**src/sv/xcrc_pkg.sv**
```systemverilog
// Shared types, constants and the CRC-16 byte update for the XMODEM-CRC receiver.
`timescale 1ns / 1ps

package xcrc_pkg;

	// Protocol characters
	localparam logic [7:0] CH_SOH = 8'h01;
	localparam logic [7:0] CH_EOT = 8'h04;
	localparam logic [7:0] CH_CAN = 8'h18;

	// Packet geometry: block number, complement, payload, two CRC bytes
	localparam int unsigned PAYLOAD_LEN = 128;
	localparam logic [7:0]  POS_BLOCK   = 8'd0;
	localparam logic [7:0]  POS_COMPL   = 8'd1;
	localparam logic [7:0]  POS_CRC_HI  = 8'(PAYLOAD_LEN + 2);

	localparam logic [15:0] CRC_POLY = 16'h1021;

	// Reply codes
	localparam logic REPLY_ACK = 1'b0;
	localparam logic REPLY_NAK = 1'b1;

	// Packet status codes
	typedef enum logic [1:0] {
		ST_NONE = 2'd0,
		ST_GOOD = 2'd1,
		ST_BAD  = 2'd2,
		ST_END  = 2'd3
	} status_t;

	// What the front end decided a received byte is
	typedef enum logic [2:0] {
		CLS_IGNORE = 3'd0,
		CLS_SOH    = 3'd1,
		CLS_EOT    = 3'd2,
		CLS_CAN    = 3'd3,
		CLS_BLOCK  = 3'd4,
		CLS_COMPL  = 3'd5,
		CLS_DATA   = 3'd6,
		CLS_CRC_HI = 3'd7
	} cls_t;

	// One classified beat travelling from the front end to the back end.
	// The closing CRC byte is marked by last, with cls left as CLS_IGNORE.
	typedef struct packed {
		cls_t       cls;
		logic       last;
		logic [7:0] data;
		logic [6:0] index;
		logic       sink_ok;
	} item_t;

	// Queue status seen by the back end
	typedef struct packed {
		logic  valid;
		item_t item;
	} q_out_t;

	// Byte-wide CRC-16-CCITT update, MSB first, no reflection
	function automatic logic [15:0] crc_byte(input logic [15:0] crc, input logic [7:0] b);
		logic [15:0] c;
		c = crc ^ {b, 8'h00};
		for (int i = 0; i < 8; i++) begin
			c = c[15] ? ({c[14:0], 1'b0} ^ CRC_POLY) : {c[14:0], 1'b0};
		end
		return c;
	endfunction

endpackage

```
**src/sv/xcrc_front.sv**
```systemverilog
// Front end: accepts received bytes, tracks packet framing and classifies each beat.
`timescale 1ns / 1ps

module xcrc_front (
	input  logic             clk,
	input  logic             arst_n,
	input  logic             in_valid,
	output logic             in_stall,
	input  logic [7:0]       rx_byte,
	input  logic             sink_ok,
	input  logic             q_full,
	output logic             push,
	output xcrc_pkg::item_t  push_item
);

	logic       in_pkt_q;
	logic [7:0] pos_q;
	logic       accept;
	logic       close;

	assign in_stall = q_full;
	assign accept   = in_valid && !q_full;
	assign push     = accept;

	// Classify the byte from its value while idle and from the framing position in a packet
	always_comb begin
		push_item         = '0;
		push_item.data    = rx_byte;
		push_item.sink_ok = sink_ok;
		push_item.index   = pos_q[6:0] - 7'd2;
		push_item.cls     = xcrc_pkg::CLS_IGNORE;
		push_item.last    = 1'b0;
		close             = 1'b0;
		if (!in_pkt_q) begin
			case (rx_byte)
				xcrc_pkg::CH_SOH: push_item.cls = xcrc_pkg::CLS_SOH;
				xcrc_pkg::CH_EOT: push_item.cls = xcrc_pkg::CLS_EOT;
				xcrc_pkg::CH_CAN: push_item.cls = xcrc_pkg::CLS_CAN;
				default:          push_item.cls = xcrc_pkg::CLS_IGNORE;
			endcase
		end else if (pos_q == xcrc_pkg::POS_BLOCK) begin
			push_item.cls = xcrc_pkg::CLS_BLOCK;
		end else if (pos_q == xcrc_pkg::POS_COMPL) begin
			push_item.cls = xcrc_pkg::CLS_COMPL;
		end else if (pos_q < xcrc_pkg::POS_CRC_HI) begin
			push_item.cls = xcrc_pkg::CLS_DATA;
		end else if (pos_q == xcrc_pkg::POS_CRC_HI) begin
			push_item.cls = xcrc_pkg::CLS_CRC_HI;
		end else begin
			push_item.last = 1'b1;
			close          = 1'b1;
		end
	end

	// Framing state: open on SOH, count bytes, close after the CRC low byte
	always_ff @(posedge clk or negedge arst_n) begin
		if (!arst_n) begin
			in_pkt_q <= 1'b0;
			pos_q    <= '0;
		end else if (accept) begin
			if (!in_pkt_q) begin
				if (rx_byte == xcrc_pkg::CH_SOH) begin
					in_pkt_q <= 1'b1;
					pos_q    <= '0;
				end
			end else if (close) begin
				in_pkt_q <= 1'b0;
				pos_q    <= '0;
			end else begin
				pos_q <= pos_q + 8'd1;
			end
		end
	end

endmodule

```
**src/sv/xcrc_queue.sv**
```systemverilog
// Two-entry queue of classified beats between the front and back ends.
`timescale 1ns / 1ps

module xcrc_queue (
	input  logic              clk,
	input  logic              arst_n,
	input  logic              push,
	input  xcrc_pkg::item_t   push_item,
	input  logic              pop,
	output logic              full,
	output xcrc_pkg::q_out_t  head
);

	xcrc_pkg::item_t mem_q [2];
	logic            wr_ptr_q;
	logic            rd_ptr_q;
	logic [1:0]      count_q;

	assign full       = (count_q == 2'd2);
	assign head.valid = (count_q != 2'd0);
	assign head.item  = mem_q[rd_ptr_q];

	// Entry storage
	always_ff @(posedge clk) begin
		if (push) begin
			mem_q[wr_ptr_q] <= push_item;
		end
	end

	// Pointers and fill count
	always_ff @(posedge clk or negedge arst_n) begin
		if (!arst_n) begin
			wr_ptr_q <= 1'b0;
			rd_ptr_q <= 1'b0;
			count_q  <= 2'd0;
		end else begin
			if (push) begin
				wr_ptr_q <= ~wr_ptr_q;
			end
			if (pop) begin
				rd_ptr_q <= ~rd_ptr_q;
			end
			case ({push, pop})
				2'b10:   count_q <= count_q + 2'd1;
				2'b01:   count_q <= count_q - 2'd1;
				default: count_q <= count_q;
			endcase
		end
	end

endmodule

```
**src/sv/xcrc_back.sv**
```systemverilog
// Back end: header check, running CRC, reply decision and the output register.
`timescale 1ns / 1ps

module xcrc_back (
	input  logic              clk,
	input  logic              arst_n,
	input  xcrc_pkg::q_out_t  head,
	output logic              pop,
	output logic              out_valid,
	input  logic              out_stall,
	output logic              reply_valid,
	output logic              reply_code,
	output logic              payload_valid,
	output logic [7:0]        payload_byte,
	output logic [6:0]        payload_index,
	output logic [1:0]        packet_status
);

	logic [7:0]  block_q;
	logic        hdr_ok_q;
	logic [15:0] crc_q;
	logic [7:0]  crc_hi_q;
	logic        out_valid_q;

	logic        rv_d;
	logic        rc_d;
	logic        pv_d;
	logic [7:0]  pb_d;
	logic [6:0]  pi_d;
	logic [1:0]  st_d;
	logic        good;
	logic        rv_q;
	logic        rc_q;
	logic        pv_q;
	logic [7:0]  pb_q;
	logic [6:0]  pi_q;
	logic [1:0]  st_q;

	// Take a beat when the output register is empty or being drained
	assign pop = head.valid && (!out_valid_q || !out_stall);

	assign good = hdr_ok_q && ({crc_hi_q, head.item.data} == crc_q) && head.item.sink_ok;

	// Result of the beat at the head of the queue
	always_comb begin
		rv_d = 1'b0;
		rc_d = xcrc_pkg::REPLY_ACK;
		pv_d = 1'b0;
		pb_d = '0;
		pi_d = '0;
		st_d = xcrc_pkg::ST_NONE;
		if (head.item.last) begin
			rv_d = 1'b1;
			rc_d = good ? xcrc_pkg::REPLY_ACK : xcrc_pkg::REPLY_NAK;
			st_d = good ? xcrc_pkg::ST_GOOD : xcrc_pkg::ST_BAD;
		end else begin
			case (head.item.cls)
				xcrc_pkg::CLS_EOT: begin
					rv_d = 1'b1;
					rc_d = head.item.sink_ok ? xcrc_pkg::REPLY_ACK : xcrc_pkg::REPLY_NAK;
					st_d = xcrc_pkg::ST_END;
				end
				xcrc_pkg::CLS_CAN: begin
					rv_d = 1'b1;
				end
				xcrc_pkg::CLS_DATA: begin
					pv_d = 1'b1;
					pb_d = head.item.data;
					pi_d = head.item.index;
				end
				default: begin
					rv_d = 1'b0;
				end
			endcase
		end
	end

	// Packet state kept by the back end
	always_ff @(posedge clk or negedge arst_n) begin
		if (!arst_n) begin
			block_q  <= '0;
			hdr_ok_q <= 1'b0;
			crc_q    <= '0;
			crc_hi_q <= '0;
		end else if (pop) begin
			case (head.item.cls)
				xcrc_pkg::CLS_SOH: begin
					hdr_ok_q <= 1'b0;
					crc_q    <= '0;
					crc_hi_q <= '0;
				end
				xcrc_pkg::CLS_BLOCK:  block_q  <= head.item.data;
				xcrc_pkg::CLS_COMPL:  hdr_ok_q <= (head.item.data == ~block_q);
				xcrc_pkg::CLS_DATA:   crc_q    <= xcrc_pkg::crc_byte(crc_q, head.item.data);
				xcrc_pkg::CLS_CRC_HI: crc_hi_q <= head.item.data;
				default:              crc_hi_q <= crc_hi_q;
			endcase
		end
	end

	// Output register valid flag
	always_ff @(posedge clk or negedge arst_n) begin
		if (!arst_n) begin
			out_valid_q <= 1'b0;
		end else if (pop) begin
			out_valid_q <= 1'b1;
		end else if (!out_stall) begin
			out_valid_q <= 1'b0;
		end
	end

	// Output register payload
	always_ff @(posedge clk) begin
		if (pop) begin
			rv_q <= rv_d;
			rc_q <= rc_d;
			pv_q <= pv_d;
			pb_q <= pb_d;
			pi_q <= pi_d;
			st_q <= st_d;
		end
	end

	assign out_valid     = out_valid_q;
	assign reply_valid   = rv_q;
	assign reply_code    = rc_q;
	assign payload_valid = pv_q;
	assign payload_byte  = pb_q;
	assign payload_index = pi_q;
	assign packet_status = st_q;

endmodule

```
**src/sv/xmodem_crc_packet_receiver.sv**
```systemverilog
// Top level of the XMODEM-CRC 128-byte packet receiver.
//
// Usage: received bytes enter on the input channel (in_valid, in_stall, rx_byte, sink_ok),
// one beat per byte. sink_ok is sampled with an EOT while idle and with the last CRC
// byte of a packet, and is ignored otherwise. Every input beat yields exactly one
// result beat on the output channel (out_valid, out_stall): a reply request with its
// ACK/NAK code, a tentative payload byte with its index, and a packet status.
// The front end tracks the packet framing and classifies each byte; a two-entry
// queue carries the classified beats to the back end, which keeps the header check
// and running CRC-16 and holds the result in an output register.
// An accepted beat is written into the queue and, when the output register is free,
// passes from there into the output register that drives out_valid.
// Throughput is one byte per cycle while out_stall is low, with the CRC updated bytewise.
// When the receiver stalls, the output register holds its beat, the queue fills,
// and in_stall rises once the queue holds two beats.
// Reset clears the framing state, the queue and the output valid flag; the block
// starts idle, waiting for SOH, EOT or CAN.
`timescale 1ns / 1ps

module xmodem_crc_packet_receiver (
	input  logic       clk,
	input  logic       arst_n,
	input  logic       in_valid,
	output logic       in_stall,
	input  logic [7:0] rx_byte,
	input  logic       sink_ok,
	output logic       out_valid,
	input  logic       out_stall,
	output logic       reply_valid,
	output logic       reply_code,
	output logic       payload_valid,
	output logic [7:0] payload_byte,
	output logic [6:0] payload_index,
	output logic [1:0] packet_status
);

	logic              q_full;
	logic              push;
	logic              pop;
	xcrc_pkg::item_t   push_item;
	xcrc_pkg::q_out_t  head;

	xcrc_front u_front (
		.clk       (clk),
		.arst_n    (arst_n),
		.in_valid  (in_valid),
		.in_stall  (in_stall),
		.rx_byte   (rx_byte),
		.sink_ok   (sink_ok),
		.q_full    (q_full),
		.push      (push),
		.push_item (push_item)
	);

	xcrc_queue u_queue (
		.clk       (clk),
		.arst_n    (arst_n),
		.push      (push),
		.push_item (push_item),
		.pop       (pop),
		.full      (q_full),
		.head      (head)
	);

	xcrc_back u_back (
		.clk           (clk),
		.arst_n        (arst_n),
		.head          (head),
		.pop           (pop),
		.out_valid     (out_valid),
		.out_stall     (out_stall),
		.reply_valid   (reply_valid),
		.reply_code    (reply_code),
		.payload_valid (payload_valid),
		.payload_byte  (payload_byte),
		.payload_index (payload_index),
		.packet_status (packet_status)
	);

	// A result beat never carries both a reply and a payload byte
	assert property (@(posedge clk) disable iff (!arst_n)
		out_valid |-> !(reply_valid && payload_valid))
		else $error("reply and payload in the same beat");

	// Payload fields are zero when no payload byte is carried
	assert property (@(posedge clk) disable iff (!arst_n)
		(out_valid && !payload_valid) |-> (payload_byte == 8'd0 && payload_index == 7'd0))
		else $error("payload fields set without a payload byte");

	// A good packet always goes with an ACK reply
	assert property (@(posedge clk) disable iff (!arst_n)
		(out_valid && packet_status == xcrc_pkg::ST_GOOD) |->
			(reply_valid && reply_code == xcrc_pkg::REPLY_ACK))
		else $error("good packet without ACK");

	// An accepted byte reaches the output through the queue and output register if the output was free
	assert property (@(posedge clk) disable iff (!arst_n)
		(in_valid && !in_stall && !out_valid) |-> ##2 out_valid)
		else $error("accepted byte did not reach the output");

endmodule
```
**config.mk**
```make
export PLATFORM = sky130hd
export DESIGN_NAME = xmodem_crc_packet_receiver
export DESIGN_NICKNAME = d
export VERILOG_FILES = /design/src/sv/xcrc_pkg.sv /design/src/sv/xcrc_front.sv /design/src/sv/xcrc_queue.sv /design/src/sv/xcrc_back.sv /design/src/sv/xmodem_crc_packet_receiver.sv
export SDC_FILE = /design/constraint.sdc
export NUM_CORES = 1
export LEC_CHECK = 0
export ABC_AREA = 1
export BUFFER_PORTS_ARGS = -buffer_cell sky130_fd_sc_hd__buf_2
export CORE_UTILIZATION = 55
export CTS_CLUSTER_DIAMETER = 40
export CTS_CLUSTER_SIZE = 24
export DETAILED_ROUTE_END_ITERATION = 8
export HOLD_SLACK_MARGIN = 0.12
export PLACE_DENSITY = 0.74
export SYNTH_ARGS = -nofsm -noshare
export SYNTH_HDL_FRONTEND = slang
export SYNTH_SLANG_ARGS = --single-unit
```
**constraint.sdc**
```tcl
create_clock -name clk -period 2.05 [get_ports clk]
set_clock_uncertainty 0.2 [all_clocks]
set_input_delay 0.41 -clock clk [delete_from_list [all_inputs] [get_ports clk]]
set_output_delay 0.41 -clock clk [all_outputs]
set_load 0.005 [all_outputs]
```
## Word level (Yosys, flattened, before mapping)

Memories as Yosys holds them, arrays and structs flattened.
Cells that the tools add are included.

| storage, ports and cells | value |
|---|---|
| bits in registers | 67 |
| output and inout bits | 22 |
| logic and storage cells | 117 |
| memories | 1 |
| memory bits (writable) | 40 |
| input bits | 13 |

| operators by class | value |
|---|---|
| add/subtract/negate cells | 4 |
| mux-type cells | 42 |
| $lt $le $gt $ge | 1 |
| reductions and logical operators | 22 |
| eq/ne operators | 18 |
| bitwise operators | 13 |

Memory list:

| name | depth | width | read ports | clocked after Yosys merged registers in | write ports | RTL line | source |
|---|---|---|---|---|---|---|---|
| u_queue.mem_q | 2 | 20 | 1 | 0 | 1 | xcrc_queue.sv:14 | `xcrc_pkg::item_t mem_q [2];` |

Operators by type and width:

| cell | count |
|---|---|
| 13-bit 2-to-1 mux | 8 |
| 16-bit case mux with 2 select lines | 1 |
| 8-bit 2-to-1 mux | 3 |
| 3-bit NOT | 8 |
| 1-bit 2-to-1 mux | 18 |
| 16-bit == test | 1 |
| 8-bit by 1-bit == test with 1-bit output, second input constant | 2 |
| 8-bit case mux with 2 select lines | 1 |
| 16-bit XOR | 1 |
| 3-bit 2-to-1 mux | 5 |
| 3-bit == test, second input constant | 4 |
| 2-bit nonzero test | 6 |
| 2-bit AND reduction | 5 |
| 8-bit by 1-bit adder with 8-bit output, second input constant | 1 |
| 8-bit by 3-bit == test with 1-bit output, second input constant | 1 |
| 8-bit by 5-bit == test with 1-bit output, second input constant | 1 |
| 8-bit == test | 1 |
| 8-bit == test, second input constant | 1 |
| 8-bit zero test | 1 |
| 8-bit < comparator, second input constant | 1 |
| 8-bit NOT | 1 |
| 7-bit by 2-bit subtractor with 7-bit output, second input constant | 1 |
| 3-bit by 2-bit == test with 1-bit output, second input constant | 2 |
| 2-bit 2-to-1 mux | 3 |
| 14 further kinds | 23 |

## Longest topological paths before layout

An unclocked memory read counts as a cell.

| depth | value |
|---|---|
| depth in word-level cells | 19 |
| depth in mapped cells | 13 |
| depth with buffers taken out | 11 |

## Cells and area by module

From an unflattened synthesis, not the netlist that was laid out.

| second synthesis, totals | value |
|---|---|
| cells, all modules | 601 |
| area total of the unflattened synthesis | 5,390.2 µm² |

Modules (own cells, without submodules):

| module | cells an instance | times used | area each (µm²) | sequential area each (µm²) |
|---|---|---|---|---|
| xcrc_back | 326 | 1 | 2,692.6 | 1,451.4 |
| xcrc_queue | 128 | 1 | 1,679.1 | 1,301.2 |
| xcrc_front | 147 | 1 | 1,018.5 | 225.2 |

## Least setup slack after synthesis

No wires, ideal clock.

| timing path | value |
|---|---|
| kind | reg2reg |
| from | reg u_queue.count_q[0] |
| to | mem u_queue.mem_q[1][0] (netlist bit) (enable) |
| arrival time | 1,525 ps |
| clock period less this slack | 2,123 ps |
| required time | 1,452 ps |
| cell stages (with the launch flop) | 3 |
| setup time | 398 ps |
| slack | -73 ps |
| cell sequence | dfrtp_1 o21ai_1 nor2_1 |

| on the way | value |
|---|---|
| longest elaborated chain between the ends | 5 |

Ends and longest elaborated chain:

| item | RTL line | source |
|---|---|---|
| start: declaration | xcrc_queue.sv:17 | `logic [1:0] count_q;` |
| start signal: assignment | xcrc_queue.sv:44 | `2'b10: count_q <= count_q + 2'd1;` |
| start signal: assignment | xcrc_queue.sv:45 | `2'b01: count_q <= count_q - 2'd1;` |
| start signal: assignment | xcrc_queue.sv:46 | `default: count_q <= count_q;` |
| 2-bit == test | xcrc_queue.sv:19 | `assign full = (count_q == 2'd2);` |
| 1-bit zero test | xcrc_front.sv:22 | `assign accept = in_valid && !q_full;` |
| 1-bit logical AND | xcrc_front.sv:22 |  |
| 1-bit 2-to-1 mux | xcrc_queue.sv:25 | `if (push) begin` |
| 1-bit 2-to-1 mux (implied by the code) | xcrc_queue.sv:26 | `mem_q[wr_ptr_q] <= push_item;` |
| end: declaration | xcrc_queue.sv:14 |  |

Every way passes these cells.

## Worst setup path after layout

| timing path | value |
|---|---|
| from | reg u_queue.rd_ptr_q |
| to | reg u_back.crc_q[5] |

| on the way | value |
|---|---|
| longest elaborated chain between the ends | 10 |
| elaborated cells on any way between the ends | 17 |

Ends and longest elaborated chain:

| item | RTL line | source |
|---|---|---|
| start: declaration | xcrc_queue.sv:16 | `logic rd_ptr_q;` |
| start signal: assignment | xcrc_queue.sv:41 | `rd_ptr_q <= ~rd_ptr_q;` |
| memory read 2 x 20 bit * | n/a |  |
| 16-bit XOR | xcrc_pkg.sv:62 | `c = crc ^ {b, 8'h00};` |
| 13-bit 2-to-1 mux (5 in a row) | xcrc_pkg.sv:64 | `c = c[15] ? ({c[14:0], 1'b0} ^ CRC_POLY) : {c[14:0], 1'b0};` |
| 3-bit NOT (no line) | n/a |  |
| 13-bit 2-to-1 mux | xcrc_pkg.sv:64 |  |
| 16-bit case mux with 2 select lines | xcrc_back.sv:86 | `case (head.item.cls)` |
| end signal: assignment | xcrc_back.sv:94 | `xcrc_pkg::CLS_DATA: crc_q <= xcrc_pkg::crc_byte(crc_q, head.item.data);` |
| end: declaration | xcrc_back.sv:21 | `logic [15:0] crc_q;` |

Every way passes the cells marked *; elsewhere a longest branch is shown, timed or not.
A chain may end at the register's enable or synchronous reset.

==> summary.txt <==
Routed Antenna Nets: 0
Most used DFF post-synth: edfxtp_1
unrepaired setup endpoints after global routing: true
Worst Setup SP: u_queue.rd_ptr_q$_DFFE_PN0P_
fin cells: 811
routability congestion estimate: 0.944
Nets: 697
Max Slew Vio Count: 0
Num CTS Buffers: 9
period utilization: 97.7%
Die X: 101 microns
Synth top area share: 33.2%
total grt overflow: 0
Slew headroom: 73.4%
H-tree levels: 3
Slew @ Worst Pin: 0.395 ns
via count: 4265
pin count of the biggest net entering global routing: 48
hold_sp: out_stall
Synth area leaders: edfxtp_1 (33%), dfrtp_1 (22%), nand2_1 (14%)
Post-synth EDFFs: 60
CTS tree: done
Clock Latency Late Sink: 0.39 ns
critical path capture point type: register
MaxCap Viol Count: 0
Vias/cell: 5.26
# rows: 35
die area: 0.0103 sq mm
fillcell total: 752
min Tclk post-route: 2.00 ns
Root Buffer: clkbuf_8
Worst path top cell family by delay: buffers and inverters
vias in the first global route: 3795
final hold vios: 0
Worst Path Arrival: 2.09 ns
n_diodes: 0
DP HPWL: 8.64 mm
layout cells sized above 1: 19.5%
max frequency: 499 MHz
Initial Utilization: 57.7%
Die Y: 101 microns
Iteration-0 DRC Markers: 262
Setup TNS: 0 ns
YS warnings: 0
CP startpoint kind: register
clk slew on worst S/H paths: 0.10 ns
Core Box Area: 0.00942 sq mm
Clock Sinks: 107
placed insts: 775
area delta synth->final: 15.3%
Setup CP Type: register to register
Hold/Removal Path Class: primary input to register
I/O Buffers: 34
max incr delay on CP: 0.42 ns
CTS max path bufs: 2
pwr dens: 1500 mW/mm^2
syn_nets: 626
first-pass GRT wire length: 18.7 mm
Slowest-stage cell, CP: dfrtp_1
Fin Hold WS: 0.153 ns
Power Total: 0.00938 W
register area share after synthesis: 54.9%
register area: 0.00298 sq mm
synth cell count leaders: nand2_1 (198), inv_1 (67), edfxtp_1 (60), dfrtp_1 (47), nand3_1 (45)
status: complete, no violations
Syn Std Cell Area: 0.00543 sq mm
Syn Inst Count: 606
WP data required: 2.13 ns
initial antenna violation count: 0
most used cell, CP: nand2_4
Crit Path Max Fanout: 12
CP cell instances: inv_2 -> buf_12 -> nand2_1 -> nand2_4 -> clkinv_4 -> nor2_8 -> inv_6 -> nand2_4 -> nand2_4 -> o21ai_4 -> buf_12 -> o21ai_2
Multi-input gate area: 0.00215 sq mm
worst r2r src: u_queue.rd_ptr_q$_DFFE_PN0P_
R2R setup slack: 0.05 ns
asr flop ratio synth: 43.9%
final WL: 12.0 mm
buffer and inverter count on the worst path: 5
Max rail drop VDD: 0.000775 V
post-synth cell types: 39
area leader, netlist: edfxtp_1
gr usage total: 24.5%
drt pass-1 iters: 5
count leader, synth: nand2_1
Syn Area/Cell: 8.96 sq um
Final setup violation count: 0
remaining routing DRC violations: 0
FF+latch count, synth: 107
Lkg Pwr: 2.92 nW
drt wl/cell: 14.8 microns
# IOs: 35
layer usage:
layer  share of wire [%]  track usage (%)
met3                 5.8             5.45
met4                 1.6             7.02
met1                  46             33.6
met5                   0                0
met2                  47             39.4
path summary, 6_finish.rpt:
kind	end	cells past startpoint
max in group asynchronous	u_front.pos_q[1]$_DFFE_PN0P_	3
worst max-delay path	u_back.crc_q[5]$_DFFE_PN0P_	12
min in group asynchronous	u_back.block_q[2]$_DFFE_PN0P_	3
worst min-delay path	u_back.out_valid$_DFFE_PN0P_	3
worst max register to register	u_back.crc_q[5]$_DFFE_PN0P_	12
worst min register to register	u_back.hdr_ok_q$_DFFE_PN0P_	2
power by group:
part           total, W  internal (W)  switching, W
clock network   0.00117      0.000442      0.000730
registers       0.00366       0.00319      0.000466
logic           0.00455       0.00163       0.00292
cell type report:
class / count / area share (%)
Clock buffer: 10 / 2.04
Multi-Input combinational cell: 416 / 34.4
Tap cell: 129 / 2.58
Clock inverter: 6 / 0.659
Inverter: 71 / 4.42
Sequential cell: 107 / 47.6
Timing Repair Buffer: 72 / 8.39
layout by cell type, fill, tap and decap left out, drive strengths merged:
master | Yosys | layout
nor3 | 2 | 2
xnor2 | 2 | 2
ha | 7 | 7
nand3 | 47 | 47
nand4 | 8 | 8
nand3b | 3 | 3
clkinvlp | 0 | 3
nand2 | 213 | 213
o22ai | 7 | 7
xor2 | 12 | 12
dfrtp | 47 | 47
o2bb2ai | 1 | 1
a21boi | 1 | 1
nor2 | 45 | 46
buf | 11 | 62
a21oi | 10 | 10
or2 | 4 | 4
dlygate4sd3 | 0 | 10
clkinv | 0 | 3
o21ai | 52 | 52
nor4 | 1 | 1
edfxtp | 60 | 60
inv | 71 | 71
clkbuf | 2 | 10
state kept, by name, indices dropped and copies added (netlist names):
| signal | flops |
|---|---|
| u_back.reply_code | 1 |
| u_back.payload_byte | 8 |
| u_back.out_valid | 1 |
| u_queue.count_q | 2 |
| u_queue.wr_ptr_q | 1 |
| u_back.crc_hi_q | 8 |
| u_back.payload_index | 7 |
| u_back.hdr_ok_q | 1 |
| u_back.payload_valid | 1 |
| u_queue.mem_q | 40 |
| u_back.reply_valid | 1 |
| u_queue.rd_ptr_q | 1 |
| u_back.packet_status | 2 |
| u_back.crc_q | 16 |
| u_back.block_q | 8 |
| u_front.in_pkt_q | 1 |
| u_front.pos_q | 8 |
what timing repair did:
item | CTS | global route
setup endpoints to repair | 0 | 45
hold endpoints to repair | 65 | 0
gates resized for setup | 0 | 22
setup buffers | 0 | 9
hold buffers | 10 | 0
stage by stage:
| stage | worst slack, ns | cell area [sq um] | utilization (%) |
|---|---|---|---|
| after detailed placement | 0.0654 | 5820 | 61.9 |
| final | 0.0472 | 6260 | 66.5 |
| after CTS | 0.0382 | 6090 | 64.7 |
| after global placement | 0.111 | 5820 | 61.9 |
| after global routing | -0.0498 | 6260 | 66.5 |
| after floorplan | -0.0674 | 5430 | - |
tightest hold or removal path, stage by stage:
cell,delay (ns)
buf_2,0.08
nand2_1,0.11
nand2_1,0.10
logic make-up after synthesis:
family	count (synthesis)	share of synthesized area [%]
buf+inv	84	7.01
simple gates	323	26.1
flops	107	54.9
xor+xnor	14	2.26
compound gates	71	8.20
fa+ha+maj	7	1.61
(Power assumes the default switching activity.)
